## src/design/shunt_bank_deadband_stepper_core_macros.svh

```systemverilog
// assertion macros shared by the stepper core modules
`ifndef SHUNT_BANK_DEADBAND_STEPPER_CORE_MACROS_SVH
`define SHUNT_BANK_DEADBAND_STEPPER_CORE_MACROS_SVH

// same-cycle implication, clocked on clock, off while reset is high
`define SBDS_ASSERT_SAME(name, pre, post, msg) \
   name: assert property (@(posedge clock) disable iff (reset) (pre) |-> (post)) \
      else $error(msg);

// next-cycle implication, clocked on clock, off while reset is high
`define SBDS_ASSERT_NEXT(name, pre, post, msg) \
   name: assert property (@(posedge clock) disable iff (reset) (pre) |=> (post)) \
      else $error(msg);

`endif

```

## src/design/sbds_pkg.sv

```systemverilog
// types, constants and register map of the shunt bank stepper core
`timescale 1ns / 1ps

package sbds_pkg;

   localparam int NUM_BLOCKS   = 4;
   localparam int BLOCK_REGS   = 4;
   localparam int USED_BLOCKS  = (NUM_BLOCKS < BLOCK_REGS) ? NUM_BLOCKS : BLOCK_REGS;
   localparam int BLK_IDX_W    = (USED_BLOCKS > 1) ? $clog2(USED_BLOCKS) : 1;

   localparam int STEP_W       = 10;
   localparam int VOLT_W       = 16;
   localparam int TICK_W       = 16;
   localparam int CNT_W        = 8;
   localparam int FIELD_W      = 24;
   localparam int SUM_W        = 34;
   localparam int ACC_W        = SUM_W + $clog2(USED_BLOCKS);
   localparam int PROD_W       = CNT_W + FIELD_W + 1;

   localparam int REQ_TYPE_W   = 2;
   localparam int REQ_TDATA_W  = 24;
   localparam int RSP_TDATA_W  = 80;

   localparam int CSR_IDX_W    = 3;
   localparam int CSR_DATA_W   = 56;

   // block word layout
   localparam int CNT_LSB      = 0;
   localparam int B_LSB        = 8;
   localparam int G_LSB        = 32;

   localparam logic [REQ_TYPE_W-1:0] REQ_TIMED     = 2'd0;
   localparam logic [REQ_TYPE_W-1:0] REQ_IMMEDIATE = 2'd1;
   localparam logic [REQ_TYPE_W-1:0] REQ_RESTART   = 2'd2;

   localparam logic [CSR_IDX_W-1:0] REG_LOW_THR   = 3'd0;
   localparam logic [CSR_IDX_W-1:0] REG_HIGH_THR  = 3'd1;
   localparam logic [CSR_IDX_W-1:0] REG_HOLD      = 3'd2;
   localparam logic [CSR_IDX_W-1:0] REG_BLOCK0    = 3'd3;
   localparam logic [CSR_IDX_W-1:0] REG_BASE      = 3'd7;

   localparam logic [VOLT_W-1:0] LOW_THR_RESET  = 16'd15892;
   localparam logic [VOLT_W-1:0] HIGH_THR_RESET = 16'd16876;

   typedef struct packed {
      logic [VOLT_W-1:0]                          low_thr;
      logic [VOLT_W-1:0]                          high_thr;
      logic [TICK_W-1:0]                          hold_ticks;
      logic [USED_BLOCKS-1:0][CNT_W-1:0]          count;
      logic [USED_BLOCKS-1:0][FIELD_W-1:0]        b_step;
      logic [USED_BLOCKS-1:0][FIELD_W-1:0]        g_step;
      logic [FIELD_W-1:0]                         base_b;
   } cfg_type;

   typedef struct packed {
      logic load;
      logic walk;
      logic sum_start;
      logic sum_step;
      logic out_load;
   } cmd_type;

   typedef struct packed {
      logic is_restart;
      logic walk_done;
      logic sum_last;
   } status_type;

endpackage

```

## src/design/shunt_bank_deadband_stepper_core.sv

```systemverilog
// top level of the switched shunt bank deadband stepper
`timescale 1ns / 1ps
// Switched shunt bank controller. Each request on the req_ stream carries one
// bus voltage sample (tdata) and a request kind (tuser: timed tick, immediate
// adjustment or restart). Each request yields exactly one response on the
// rsp_ stream: the bank step, a changed flag and the saturated conductance and
// susceptance sums at that step.
// Registers are written on the csr_ channel (always ready); writing them only
// while no request is in progress is up to the user, not enforced by the block.
// A timed or immediate request passes through the start, sum and finish states
// before its response is valid, and a new request can be accepted once the
// block is back in idle; the sum runs over one block a cycle. A restart first
// walks the steps, one step or block change a cycle, until the susceptance sum
// reaches the base or the top step.
// A finished response waits in the output register; the next request is
// accepted and worked on meanwhile, and stalls only at its own completion.
// Reset clears the step, hold counter and switched flag, loads register
// defaults, and drops rsp_tvalid.

module shunt_bank_deadband_stepper_core (
   input  logic                                clock,
   input  logic                                reset,
   input  logic                                req_tvalid,
   output logic                                req_tready,
   input  logic [sbds_pkg::REQ_TDATA_W-1:0]    req_tdata,  // voltage[15:0], active[16], zero pad
   input  logic [sbds_pkg::REQ_TYPE_W-1:0]     req_tuser,  // req_type[1:0]
   output logic                                rsp_tvalid,
   input  logic                                rsp_tready,
   output logic [sbds_pkg::RSP_TDATA_W-1:0]    rsp_tdata,  // step[9:0], changed[10],
                                                           // effective_g[44:11],
                                                           // effective_b[78:45], zero pad
   input  logic                                csr_valid,
   output logic                                csr_ready,
   input  logic [sbds_pkg::CSR_IDX_W-1:0]      csr_index,
   input  logic [sbds_pkg::CSR_DATA_W-1:0]     csr_data
);
   import sbds_pkg::*;

   cfg_type    cfg;
   cmd_type    cmd;
   status_type status;

   sbds_csr u_csr (
      .clock     (clock),
      .reset     (reset),
      .csr_valid (csr_valid),
      .csr_ready (csr_ready),
      .csr_index (csr_index),
      .csr_data  (csr_data),
      .cfg       (cfg)
   );

   sbds_ctrl u_ctrl (
      .clock      (clock),
      .reset      (reset),
      .req_tvalid (req_tvalid),
      .req_tready (req_tready),
      .rsp_tvalid (rsp_tvalid),
      .rsp_tready (rsp_tready),
      .status     (status),
      .cmd        (cmd)
   );

   sbds_dp u_dp (
      .clock     (clock),
      .reset     (reset),
      .cfg       (cfg),
      .cmd       (cmd),
      .status    (status),
      .req_tdata (req_tdata),
      .req_tuser (req_tuser),
      .rsp_tdata (rsp_tdata)
   );

endmodule

```

## src/design/sbds_csr.sv

```systemverilog
// configuration registers written through the csr channel
`timescale 1ns / 1ps

module sbds_csr (
   input  logic                              clock,
   input  logic                              reset,
   input  logic                              csr_valid,
   output logic                              csr_ready,
   input  logic [sbds_pkg::CSR_IDX_W-1:0]    csr_index,
   input  logic [sbds_pkg::CSR_DATA_W-1:0]   csr_data,
   output sbds_pkg::cfg_type                 cfg
);
   import sbds_pkg::*;

   cfg_type cfg_ff;
   cfg_type cfg_in;

   assign csr_ready = 1'b1;
   assign cfg       = cfg_ff;

   always_comb begin
      cfg_in = cfg_ff;
      if (csr_valid) begin
         unique case (csr_index)
            REG_LOW_THR:  cfg_in.low_thr    = csr_data[VOLT_W-1:0];
            REG_HIGH_THR: cfg_in.high_thr   = csr_data[VOLT_W-1:0];
            REG_HOLD:     cfg_in.hold_ticks = csr_data[TICK_W-1:0];
            REG_BASE:     cfg_in.base_b     = csr_data[FIELD_W-1:0];
            default: begin
               // block words; those beyond the used blocks are dropped
               for (int k = 0; k < USED_BLOCKS; k++) begin
                  if (csr_index == REG_BLOCK0 + CSR_IDX_W'(k)) begin
                     cfg_in.count[k]  = csr_data[CNT_LSB +: CNT_W];
                     cfg_in.b_step[k] = csr_data[B_LSB +: FIELD_W];
                     cfg_in.g_step[k] = csr_data[G_LSB +: FIELD_W];
                  end
               end
            end
         endcase
      end
   end

   always_ff @(posedge clock) begin
      if (reset) begin
         cfg_ff <= '{low_thr: LOW_THR_RESET, high_thr: HIGH_THR_RESET, default: '0};
      end else begin
         cfg_ff <= cfg_in;
      end
   end

endmodule

```

## src/design/sbds_ctrl.sv

```systemverilog
// sequencing state machine and response valid
`timescale 1ns / 1ps
`include "shunt_bank_deadband_stepper_core_macros.svh"

module sbds_ctrl (
   input  logic                  clock,
   input  logic                  reset,
   input  logic                  req_tvalid,
   output logic                  req_tready,
   output logic                  rsp_tvalid,
   input  logic                  rsp_tready,
   input  sbds_pkg::status_type  status,
   output sbds_pkg::cmd_type     cmd
);
   import sbds_pkg::*;

   localparam logic [2:0] ST_IDLE   = 3'd0;
   localparam logic [2:0] ST_WALK   = 3'd1;
   localparam logic [2:0] ST_START  = 3'd2;
   localparam logic [2:0] ST_SUM    = 3'd3;
   localparam logic [2:0] ST_FINISH = 3'd4;

   logic [2:0] state_ff;
   logic [2:0] state_in;
   logic       rsp_valid_ff;
   logic       rsp_valid_in;
   logic       accept;
   logic       out_free;

   assign req_tready = (state_ff == ST_IDLE);
   assign accept     = req_tvalid && req_tready;
   assign rsp_tvalid = rsp_valid_ff;
   assign out_free   = !rsp_valid_ff || rsp_tready;

   always_comb begin
      state_in = state_ff;
      cmd      = '0;
      unique case (state_ff)
         ST_IDLE: begin
            if (accept) begin
               cmd.load = 1'b1;
               state_in = status.is_restart ? ST_WALK : ST_START;
            end
         end
         ST_WALK: begin
            cmd.walk = 1'b1;
            if (status.walk_done) begin
               state_in = ST_START;
            end
         end
         ST_START: begin
            cmd.sum_start = 1'b1;
            state_in      = ST_SUM;
         end
         ST_SUM: begin
            cmd.sum_step = 1'b1;
            if (status.sum_last) begin
               state_in = ST_FINISH;
            end
         end
         ST_FINISH: begin
            // wait here while the previous response is still held
            if (out_free) begin
               cmd.out_load = 1'b1;
               state_in     = ST_IDLE;
            end
         end
         default: state_in = ST_IDLE;
      endcase
   end

   always_comb begin
      if (cmd.out_load) begin
         rsp_valid_in = 1'b1;
      end else if (rsp_tready) begin
         rsp_valid_in = 1'b0;
      end else begin
         rsp_valid_in = rsp_valid_ff;
      end
   end

   always_ff @(posedge clock) begin
      if (reset) begin
         state_ff     <= ST_IDLE;
         rsp_valid_ff <= 1'b0;
      end else begin
         state_ff     <= state_in;
         rsp_valid_ff <= rsp_valid_in;
      end
   end

   `SBDS_ASSERT_SAME(a_no_overwrite, cmd.out_load, !rsp_valid_ff || rsp_tready, "response overwritten while held")
   `SBDS_ASSERT_NEXT(a_busy_after_accept, accept, state_ff != ST_IDLE, "request accepted with no work started")
   `SBDS_ASSERT_SAME(a_rsp_from_finish, $rose(rsp_valid_ff), $past(state_ff) == ST_FINISH, "response raised outside finish")

endmodule

```

## src/design/sbds_dp.sv

```systemverilog
// step state, restart walk, block sums and response register
`timescale 1ns / 1ps
`include "shunt_bank_deadband_stepper_core_macros.svh"

module sbds_dp (
   input  logic                                clock,
   input  logic                                reset,
   input  sbds_pkg::cfg_type                   cfg,
   input  sbds_pkg::cmd_type                   cmd,
   output sbds_pkg::status_type                status,
   input  logic [sbds_pkg::REQ_TDATA_W-1:0]    req_tdata,
   input  logic [sbds_pkg::REQ_TYPE_W-1:0]     req_tuser,
   output logic [sbds_pkg::RSP_TDATA_W-1:0]    rsp_tdata
);
   import sbds_pkg::*;

   function automatic logic [SUM_W-1:0] sat_sum(input logic signed [ACC_W-1:0] a);
      logic signed [ACC_W-1:0] hi;
      logic signed [ACC_W-1:0] lo;
      logic [SUM_W-1:0]        r;
      hi = {{(ACC_W-SUM_W+1){1'b0}}, {(SUM_W-1){1'b1}}};
      lo = {{(ACC_W-SUM_W+1){1'b1}}, {(SUM_W-1){1'b0}}};
      if (a > hi) begin
         r = hi[SUM_W-1:0];
      end else if (a < lo) begin
         r = lo[SUM_W-1:0];
      end else begin
         r = a[SUM_W-1:0];
      end
      return r;
   endfunction

   logic [STEP_W-1:0]          bank_step_ff, bank_step_in;
   logic [TICK_W-1:0]          ticks_ff, ticks_in;
   logic                       has_sw_ff, has_sw_in;
   logic [STEP_W-1:0]          before_ff, before_in;
   logic [STEP_W-1:0]          walk_s_ff, walk_s_in;
   logic [CNT_W-1:0]           walk_j_ff, walk_j_in;
   logic [BLK_IDX_W-1:0]       blk_ff, blk_in;
   logic [STEP_W-1:0]          left_ff, left_in;
   logic signed [ACC_W-1:0]    acc_g_ff, acc_g_in;
   logic signed [ACC_W-1:0]    acc_b_ff, acc_b_in;
   logic [RSP_TDATA_W-1:0]     rsp_data_ff, rsp_data_in;

   logic [VOLT_W-1:0]          voltage;
   logic                       active;
   logic [STEP_W-1:0]          max_step;
   logic                       step_up;
   logic                       step_dn;
   logic [STEP_W:0]            cand;
   logic [STEP_W-1:0]          vstep;
   logic [TICK_W-1:0]          ticks_inc;
   logic                       hold_ok;
   logic [CNT_W-1:0]           cur_cnt;
   logic [FIELD_W-1:0]         cur_b;
   logic [FIELD_W-1:0]         cur_g;
   logic signed [ACC_W-1:0]    base_ext;
   logic signed [ACC_W-1:0]    cur_b_ext;
   logic                       walk_done;
   logic [CNT_W-1:0]           sel;
   logic signed [PROD_W-1:0]   prod_g;
   logic signed [PROD_W-1:0]   prod_b;
   logic [BLK_IDX_W-1:0]       blk_next;

   assign voltage = req_tdata[VOLT_W-1:0];
   assign active  = req_tdata[VOLT_W];

   always_comb begin
      max_step = '0;
      for (int k = 0; k < USED_BLOCKS; k++) begin
         max_step = max_step + STEP_W'(cfg.count[k]);
      end
   end

   // deadband step, clamped only when a step is taken
   always_comb begin
      step_up = voltage < cfg.low_thr;
      step_dn = voltage > cfg.high_thr;
      cand    = {1'b0, bank_step_ff};
      if (step_up) begin
         cand = {1'b0, bank_step_ff} + 1'b1;
      end else if (step_dn) begin
         cand = (bank_step_ff == '0) ? '0 : {1'b0, bank_step_ff} - 1'b1;
      end
      if (cand > {1'b0, max_step}) begin
         cand = {1'b0, max_step};
      end
      vstep = (step_up || step_dn) ? cand[STEP_W-1:0] : bank_step_ff;
   end

   assign ticks_inc = (ticks_ff == '1) ? ticks_ff : ticks_ff + 1'b1;
   assign hold_ok   = !has_sw_ff || (ticks_inc >= cfg.hold_ticks);

   assign cur_cnt   = cfg.count[blk_ff];
   assign cur_b     = cfg.b_step[blk_ff];
   assign cur_g     = cfg.g_step[blk_ff];
   assign base_ext  = {{(ACC_W-FIELD_W){cfg.base_b[FIELD_W-1]}}, cfg.base_b};
   assign cur_b_ext = {{(ACC_W-FIELD_W){cur_b[FIELD_W-1]}}, cur_b};
   assign walk_done = (acc_b_ff >= base_ext) || (walk_s_ff == max_step);
   assign blk_next  = (blk_ff == BLK_IDX_W'(USED_BLOCKS - 1)) ? '0 : blk_ff + 1'b1;

   assign sel    = (left_ff < {{(STEP_W-CNT_W){1'b0}}, cur_cnt}) ? left_ff[CNT_W-1:0] : cur_cnt;
   assign prod_g = $signed({1'b0, sel}) * $signed(cur_g);
   assign prod_b = $signed({1'b0, sel}) * $signed(cur_b);

   assign status.is_restart = (req_tuser == REQ_RESTART);
   assign status.walk_done  = walk_done;
   assign status.sum_last   = (blk_ff == BLK_IDX_W'(USED_BLOCKS - 1));

   always_comb begin
      bank_step_in = bank_step_ff;
      ticks_in     = ticks_ff;
      has_sw_in    = has_sw_ff;
      before_in    = before_ff;
      walk_s_in    = walk_s_ff;
      walk_j_in    = walk_j_ff;
      blk_in       = blk_ff;
      left_in      = left_ff;
      acc_g_in     = acc_g_ff;
      acc_b_in     = acc_b_ff;
      rsp_data_in  = rsp_data_ff;

      if (cmd.load) begin
         before_in = bank_step_ff;
         unique case (req_tuser)
            REQ_TIMED: begin
               ticks_in = ticks_inc;
               if (active && hold_ok) begin
                  bank_step_in = vstep;
                  if (vstep != bank_step_ff) begin
                     has_sw_in = 1'b1;
                     ticks_in  = '0;
                  end
               end
            end
            REQ_IMMEDIATE: begin
               if (active) begin
                  bank_step_in = vstep;
               end
            end
            REQ_RESTART: begin
               has_sw_in = 1'b0;
               ticks_in  = '0;
               walk_s_in = '0;
               walk_j_in = '0;
               blk_in    = '0;
               acc_b_in  = '0;
            end
            default: ;
         endcase
      end

      // walk one step or one block change a cycle until the susceptance sum reaches the base or the top step
      if (cmd.walk) begin
         if (walk_done) begin
            bank_step_in = walk_s_ff;
         end else if (walk_j_ff == cur_cnt) begin
            blk_in    = blk_next;
            walk_j_in = '0;
         end else begin
            acc_b_in  = acc_b_ff + cur_b_ext;
            walk_s_in = walk_s_ff + 1'b1;
            walk_j_in = walk_j_ff + 1'b1;
         end
      end

      if (cmd.sum_start) begin
         left_in  = bank_step_ff;
         blk_in   = '0;
         acc_g_in = '0;
         acc_b_in = '0;
      end

      // blocks fill in order, one block a cycle
      if (cmd.sum_step) begin
         acc_g_in = acc_g_ff + {{(ACC_W-PROD_W){prod_g[PROD_W-1]}}, prod_g};
         acc_b_in = acc_b_ff + {{(ACC_W-PROD_W){prod_b[PROD_W-1]}}, prod_b};
         left_in  = left_ff - {{(STEP_W-CNT_W){1'b0}}, sel};
         blk_in   = blk_next;
      end

      if (cmd.out_load) begin
         rsp_data_in = {1'b0, sat_sum(acc_b_ff), sat_sum(acc_g_ff),
                        (bank_step_ff != before_ff), bank_step_ff};
      end
   end

   always_ff @(posedge clock) begin
      if (reset) begin
         bank_step_ff <= '0;
         ticks_ff     <= '0;
         has_sw_ff    <= 1'b0;
      end else begin
         bank_step_ff <= bank_step_in;
         ticks_ff     <= ticks_in;
         has_sw_ff    <= has_sw_in;
      end
   end

   always_ff @(posedge clock) begin
      before_ff   <= before_in;
      walk_s_ff   <= walk_s_in;
      walk_j_ff   <= walk_j_in;
      blk_ff      <= blk_in;
      left_ff     <= left_in;
      acc_g_ff    <= acc_g_in;
      acc_b_ff    <= acc_b_in;
      rsp_data_ff <= rsp_data_in;
   end

   assign rsp_tdata = rsp_data_ff;

   `SBDS_ASSERT_SAME(a_walk_in_range, cmd.walk, walk_s_ff <= max_step, "restart walk beyond top step")
   `SBDS_ASSERT_NEXT(a_walk_commit_range, cmd.walk && walk_done, bank_step_ff <= max_step, "restart step beyond top step")
   `SBDS_ASSERT_NEXT(a_vstep_range, cmd.load && !status.is_restart, (bank_step_ff == $past(bank_step_ff)) || (bank_step_ff <= max_step), "voltage step left the clamp range")

endmodule

```

## config.mk

```make
export PLATFORM = sky130hd
export DESIGN_NAME = shunt_bank_deadband_stepper_core
export DESIGN_NICKNAME = d
export VERILOG_FILES = /design/src/design/sbds_pkg.sv /design/src/design/shunt_bank_deadband_stepper_core.sv /design/src/design/sbds_csr.sv /design/src/design/sbds_ctrl.sv /design/src/design/sbds_dp.sv
export VERILOG_INCLUDE_DIRS = /design/src /design/src/design
export SDC_FILE = /design/constraint.sdc
export NUM_CORES = 2
export LEC_CHECK = 0
export BUFFER_PORTS_ARGS = -buffer_cell sky130_fd_sc_hd__buf_4
export CAP_MARGIN = 10
export CORE_ASPECT_RATIO = 1.25
export CORE_UTILIZATION = 58
export DETAILED_ROUTE_END_ITERATION = 8
export HOLD_SLACK_MARGIN = 0.06
export PLACE_DENSITY_LB_ADDON = 0.15
export SYNTH_ARGS = -nofsm -noshare
export SYNTH_HDL_FRONTEND = slang
export SYNTH_SLANG_ARGS = --single-unit
```

## constraint.sdc

```tcl
create_clock -name clock -period 10.2 [get_ports clock]
set_input_delay 2.04 -clock clock [delete_from_list [all_inputs] [get_ports clock]]
set_output_delay 2.04 -clock clock [all_outputs]
set_load 0.02 [all_outputs]
```

Word level (Yosys, flattened, before mapping)
Index checks and enable logic that the tools add are counted.
- add/sub/neg operators: 13
- $mul: 2
- order comparisons: 11
- equal/unequal tests: 25
- mux-type cells: 71
- bitwise logic cells: 1
- reduce and logical (&&, ||, !) cells: 27
- operators with widths (kind ; number):
    $mux W36 ; 9
    $mux W10 ; 14
    $bmux W24 S2 ; 2
    $add A36 B36 Y36 ; 2
    $gt A36 B34 Y1 const B ; 2
    $lt A36 B34 Y1 const B ; 2
    $mux W34 ; 2
    $mul A9 B24 Y33 ; 2
    $mux W8 ; 7
    $mux W16 ; 3
    $mux W24 ; 2
    $add A36 B24 Y36 ; 1
    $ge A36 B24 Y1 ; 1
    $mux W11 ; 3
    $pmux W16 S2 ; 1
    $add A10 B8 Y10 ; 2
    $ne A10 B10 Y1 ; 2
    $pmux W10 S2 ; 1
    $mux W2 ; 9
    $add A16 B1 Y16 const B ; 1
    $bmux W8 S2 ; 1
    $eq A16 B16 Y1 const B ; 1
    $ge A16 B16 Y1 ; 1
    $gt A16 B16 Y1 ; 1
    36 further kinds ; 78
- flip-flop bits (word level): 518
- input bits: 90
- output and inout port bits: 83
- word-level logic and storage cells: 181

Depth between registers and ports, before layout
- depth after elaboration: 12
- mapped depth: 51
- mapped depth without buffers: 47

Cells and area by module
Synthesis repeated with hierarchy kept, for this count alone.
- cells, all modules: 4952
- area, all modules: 45114.5 µm²
- by module, submodules not included (module ; times used ; cells each ; area each (µm²) ; seq. area each (µm²)):
    sbds_dp ; 1 ; 3876 ; 33186.8 ; 5715.5
    sbds_csr ; 1 ; 1049 ; 11669.9 ; 5925.7
    sbds_ctrl ; 1 ; 27 ; 257.7 ; 80.1

Worst setup path before layout
OpenSTA, ideal clock, no wires.
- path type: flip-flop to flip-flop
- from: reg u_dp.blk_ff[0]
- to: reg u_dp.acc_g_ff[35], data pin
- setup time: 266 ps
- arrival time: 9972 ps
- data required time: 9934 ps
- setup slack: -38 ps
- cell stages (with the launch flop): 50
- buffers on the path: 3
- period minus slack after synthesis: 10238 ps
- cell sequence: dfxtp_1 > buf_4 > buf_1 > mux4_2 > inv_1 > ha_1 > a21boi_1 > o21ai_1 > nand2b_1 > a21oi_1 > nor2b_1 > o21a_1 > o21ai_1 > nand2b_1 > a2111oi_4 > mux2_2 > inv_2 > clkbuf_1 > [... 14 more ...] > o21ai_0 > a21o_1 > a21o_1 > a21o_1 > a21oi_1 > xnor2_1 > ha_1 > nand2_1 > nand2b_1 > a21oi_1 > o21a_1 > o31ai_1 > a211oi_1 > o21ai_0 > o21ai_0 > o21ai_0 > xnor2_1 > nor2_1
- word-level cells in the longest chain between the ends: 7
- elaborated cells on any way between the ends: 9
- classes of those cells: add/sub (1); mul (1); order compare (1); mux (6)
- RTL lines (what ; RTL line ; source):
    start, declared ; sbds_dp.sv:39 ; logic [BLK_IDX_W-1:0] blk_ff, blk_in;
    start signal, assigned ; sbds_dp.sv:204 ; blk_ff <= blk_in;
    $bmux W8 S2 ; sbds_dp.sv:94 ; assign cur_cnt = cfg.count[blk_ff];
    $mux W8 (implied by the code) ; sbds_dp.sv:94 ;
    $lt A10 B8 Y1 ; sbds_dp.sv:102 ; assign sel = (left_ff < {{(STEP_W-CNT_W){1'b0}}, cur_cnt}) ? left_ff[CNT_W-1:0] : cur_cnt;
    $mux W8 ; sbds_dp.sv:102 ;
    $mul A9 B24 Y33 (*) ; sbds_dp.sv:103 ; assign prod_g = $signed({1'b0, sel}) * $signed(cur_g);
    $add A36 B36 Y36 (*) ; sbds_dp.sv:176 ; acc_g_in = acc_g_ff + {{(ACC_W-PROD_W){prod_g[PROD_W-1]}}, prod_g};
    $mux W36 (*) ; sbds_dp.sv:175 ; if (cmd.sum_step) begin
    end signal, assigned ; sbds_dp.sv:206 ; acc_g_ff <= acc_g_in;
    end, declared ; sbds_dp.sv:41 ; logic signed [ACC_W-1:0] acc_g_ff, acc_g_in;
Mark *: on every way between the ends. The rest lies on a longest branch, timed or not. The select of a mux whose other input is x is not followed.
A chain may end at the register's enable or synchronous reset.

Worst setup path in the final report
- from: reg u_dp.blk_ff[0]
- to: reg u_dp.acc_g_ff[34], data pin
Same word-level chain as after synthesis.

==> qor.yml <==
drt:
  drt-pass1-iter-count: 8
  final_antenna_net_count: 0
  via_count: 37400
  drc_errors: 20
  drt_iter0_markers: 2720
  viasPerCell: 5.79
  wl_per_cell_um: 19.0
  drt_wl_total_mm: 123
sta:
  relSlewSlack: 0.214
  skew_ns: 0.0492
  final-setup-viol-count: 0
  rsz0062_at_grt: "true"
  hold_violations: 0
  worst_pin_slew_ns: 1.18
  slew_viol_final: 0
  period_share: 0.962
  fmax_ghz: 0.102
  tns_ns: 0
  post-route-min-period_ns: 9.81
power_and_ir_drop:
  power.total_w: 0.00928
  power.density_nw_per_um2: 190
  power_leakage_nw: 21.9
  vdd_drop_max_mv: 0.160
global_routing:
  grt_max_degree: 163
  grt.overflow.total: 0
  antenna_found_initial: 6
  grtUsageTotal: 0.319
  grt_pass1_vias: 36100
  grt_pass1_wl_mm: 192
  grt.busiest_layer: "met2"
  grt_use_met2: 0.541
  use_met3: 0.0478
  grtUsageMet1: 0.406
critical_path:
  endpoint: "u_dp.acc_g_ff[34]$_SDFFCE_PN0P_"
  crit_type: "reg2reg"
  end_kind: "register"
  r2r-end: "u_dp.acc_g_ff[34]$_SDFFCE_PN0P_"
  r2r_setup_slack_ns: 0.39
  startpoint: "u_dp.blk_ff[0]$_DFF_P_"
  path_max_fanout: 10
  worstPathRequired_ns: 10.55
  cp.arrival_ns: 10.16
  start_kind: "register"
  slowest_stage: "fa_1"
  critPathMostFrequentCell: "fa_1"
  cpPeakStageDelay_ns: 0.58
  r2r_cells: 45
  rr_startpoint: "u_dp.blk_ff[0]$_DFF_P_"
placed_design:
  dpl.hpwl_mm: 91.1
  gp_congestion: 0.955
  io_buffers: 163
  placed_cell_area_um2: 46600
floorplanning:
  chipHeight_um: 309
  start_util: 0.586
  die_area_um2: 76400
  rows: 112
  fp.coreArea_um2: 74600
  io_pins: 173
  die_w_um: 247
synthesis:
  synth_edf_count: 135
  yosysMostFrequentCell: "nand2_1"
  synth-main-ff-cell: "dfxtp_1"
  syn_area_um2: 43700
  netlist.area_leader.share: 0.175
  yosysSeqAreaShare: 0.268
  yosys.area.top_type: "dfxtp_1"
  synth-warning-count: 0
  syn_avg_cell_area_um2: 8.24
  async_flop_share: 0
  ys_top_cells_by_count: "nand2_1, inv_1, nor2_1"
  syn_inst: 5302
  synth_fp_nets: 6077
  synth_cell_types: 91
  synth_area_leaders: "dfxtp_1, fa_1, ha_1, edfxtp_1, nand2_1"
  ys_seq_elements: 518
cts:
  cts-root-buf: "clkbuf_16"
  cts_hold_buf: 0
  h-tree-depth: 2
  numCtsBuffers: 53
  clock_latency_ns: 0.67
  clockBufferDepth: 3
  cts_tree: "done"
  clkSinkCount: 518
  clk_pin_slew_ns: 0.06
flow_run:
  cap_viol_max_count: 0
layout:
  fillers: 6475
  multi_input_area_um2: 29000
  syn_to_final_growth_pct: 11.6
  drive_gt1_frac: 0.104
  layout.nets: 6228
  register_area_um2: 11700
  finalInstanceArea_um2: 48800
hold_path:
  min_from: "u_csr.cfg[95]$_SDFFE_PP0P_"
  hp-class: "reg2reg"
outcome:
  status: "finished with violations"
  violations: "design-rule violations"
==> registers in the layout (all words and copies together), names as in the netlist <==
signal / count
u_ctrl.rsp_tvalid: 1
u_dp.rsp_tdata: 79
u_dp.ticks_ff: 16
u_dp.acc_b_ff: 36
u_dp.has_sw_ff: 1
u_ctrl.state_ff: 3
u_dp.bank_step_ff: 10
u_csr.cfg: 296
u_dp.acc_g_ff: 36
u_dp.walk_j_ff: 8
u_dp.blk_ff: 2
u_dp.walk_s_ff: 10
u_dp.before_ff: 10
u_dp.left_ff: 10
==> cell usage in the layout, fill, tap and decap left out, drive strengths merged, types with 9 or more instances in the layout <==
cell / count
mux2: 44
a21boi: 10
nand3: 80
or2: 12
and3: 37
fa: 314
nand2: 903
xnor2: 128
inv: 606
o211ai: 14
a31oi: 47
o21bai: 30
and2: 33
mux4: 19
a21oi: 469
a211o: 25
o22ai: 30
clkinv: 10
o21a: 49
nand2b: 43
a21o: 97
edfxtp: 135
nand4: 36
nor3: 44
buf: 341
dfxtp: 383
a32o: 9
o21ai: 187
ha: 371
o31ai: 15
nor4: 11
nor2b: 55
mux2i: 48
xor2: 85
a211oi: 33
nor2: 538
or3: 12
clkbuf: 83
==> layer usage <==
layer,part of all wire,routed length [µm]
met1,0.41,50300
met2,0.48,59500
met3,0.066,8090
met4,0.041,5070
met5,0.00040,49
==> where the power goes <==
group / switching [W] / leakage [nW] / internal [W]
combinational: 0.00277 / 16.7 / 0.00183
clock: 0.000898 / 0.858 / 0.00109
sequential: 0.000306 / 4.37 / 0.00239
total: 0.00398 / 21.9 / 0.00531
==> per-stage QoR <==
step	util	cells	hold slack [ns]	setup WS, ns
global route	0.654	6464	0.468	-0.108
floorplan	-	5302	0.420	0.226
finish	0.654	6466	0.451	0.390
CTS	0.649	6452	0.452	0.00903
global placement	0.625	6355	0.438	-0.0852
detailed placement	0.625	6355	0.443	-0.142
==> worst max-delay path, delay by kind of cell (launching register included) <==
| family | cells | cell delay (ns) |
|---|---|---|
| and+or+nand+nor | 11 | 1.23 |
| DFF | 1 | 0.37 |
| muxes | 2 | 0.89 |
| adders and majority gates | 7 | 2.88 |
| buffers and inverters | 8 | 0.89 |
| AOI/OAI and AO/OA | 16 | 3.12 |
| xor gates and xnor gates | 1 | 0.10 |
==> how the worst min path moves through the flow <==
| stage | end | slack, ns | cells past startpoint |
|---|---|---|---|
| after floorplan | u_dp.before_ff[4]$_DFFE_PP_ | 0.42 | 0 |
| after global placement | u_csr.cfg[79]$_SDFFE_PP0P_ | 0.44 | 2 |
| after detailed placement | u_csr.cfg[95]$_SDFFE_PP0P_ | 0.44 | 2 |
| after CTS | u_csr.cfg[95]$_SDFFE_PP0P_ | 0.45 | 2 |
| after global routing | u_csr.cfg[281]$_SDFFE_PP0P_ | 0.47 | 2 |
| final | u_csr.cfg[95]$_SDFFE_PP0P_ | 0.45 | 2 |
==> cell type report <==
cell class	instances	area share
Multi-Input combinational cell	3932	0.595
Tap cell	969	0.0249
Clock buffer	80	0.0320
Timing Repair Buffer	344	0.0567
Inverter	604	0.0465
Antenna cell	3	0.000154
Clock inverter	16	0.00413
Sequential cell	518	0.240
==> logic make-up (layout without fill, tap and decap cells) <==
logic type | Yosys count | count (layout) | share of synthesized area
simple gates | 1829 | 1829 | 0.178
compound gates | 1090 | 1090 | 0.153
buf+inv | 852 | 1044 | 0.0749
fa+ha+maj | 685 | 685 | 0.250
flops | 518 | 518 | 0.268
xor+xnor | 215 | 215 | 0.0438
mux | 111 | 111 | 0.0321
other cells | 2 | 5 | 0.000172
==> what timing repair did <==
| action | 4_1_cts | 5_1_grt |
|---|---|---|
| pin swaps | 0 | 28 |
| resized for setup | 8 | 61 |
| cloned | 0 | 3 |
| setup endpoints to repair | 5 | 18 |
| setup buffers | 1 | 8 |
(Power assumes the default switching activity.)
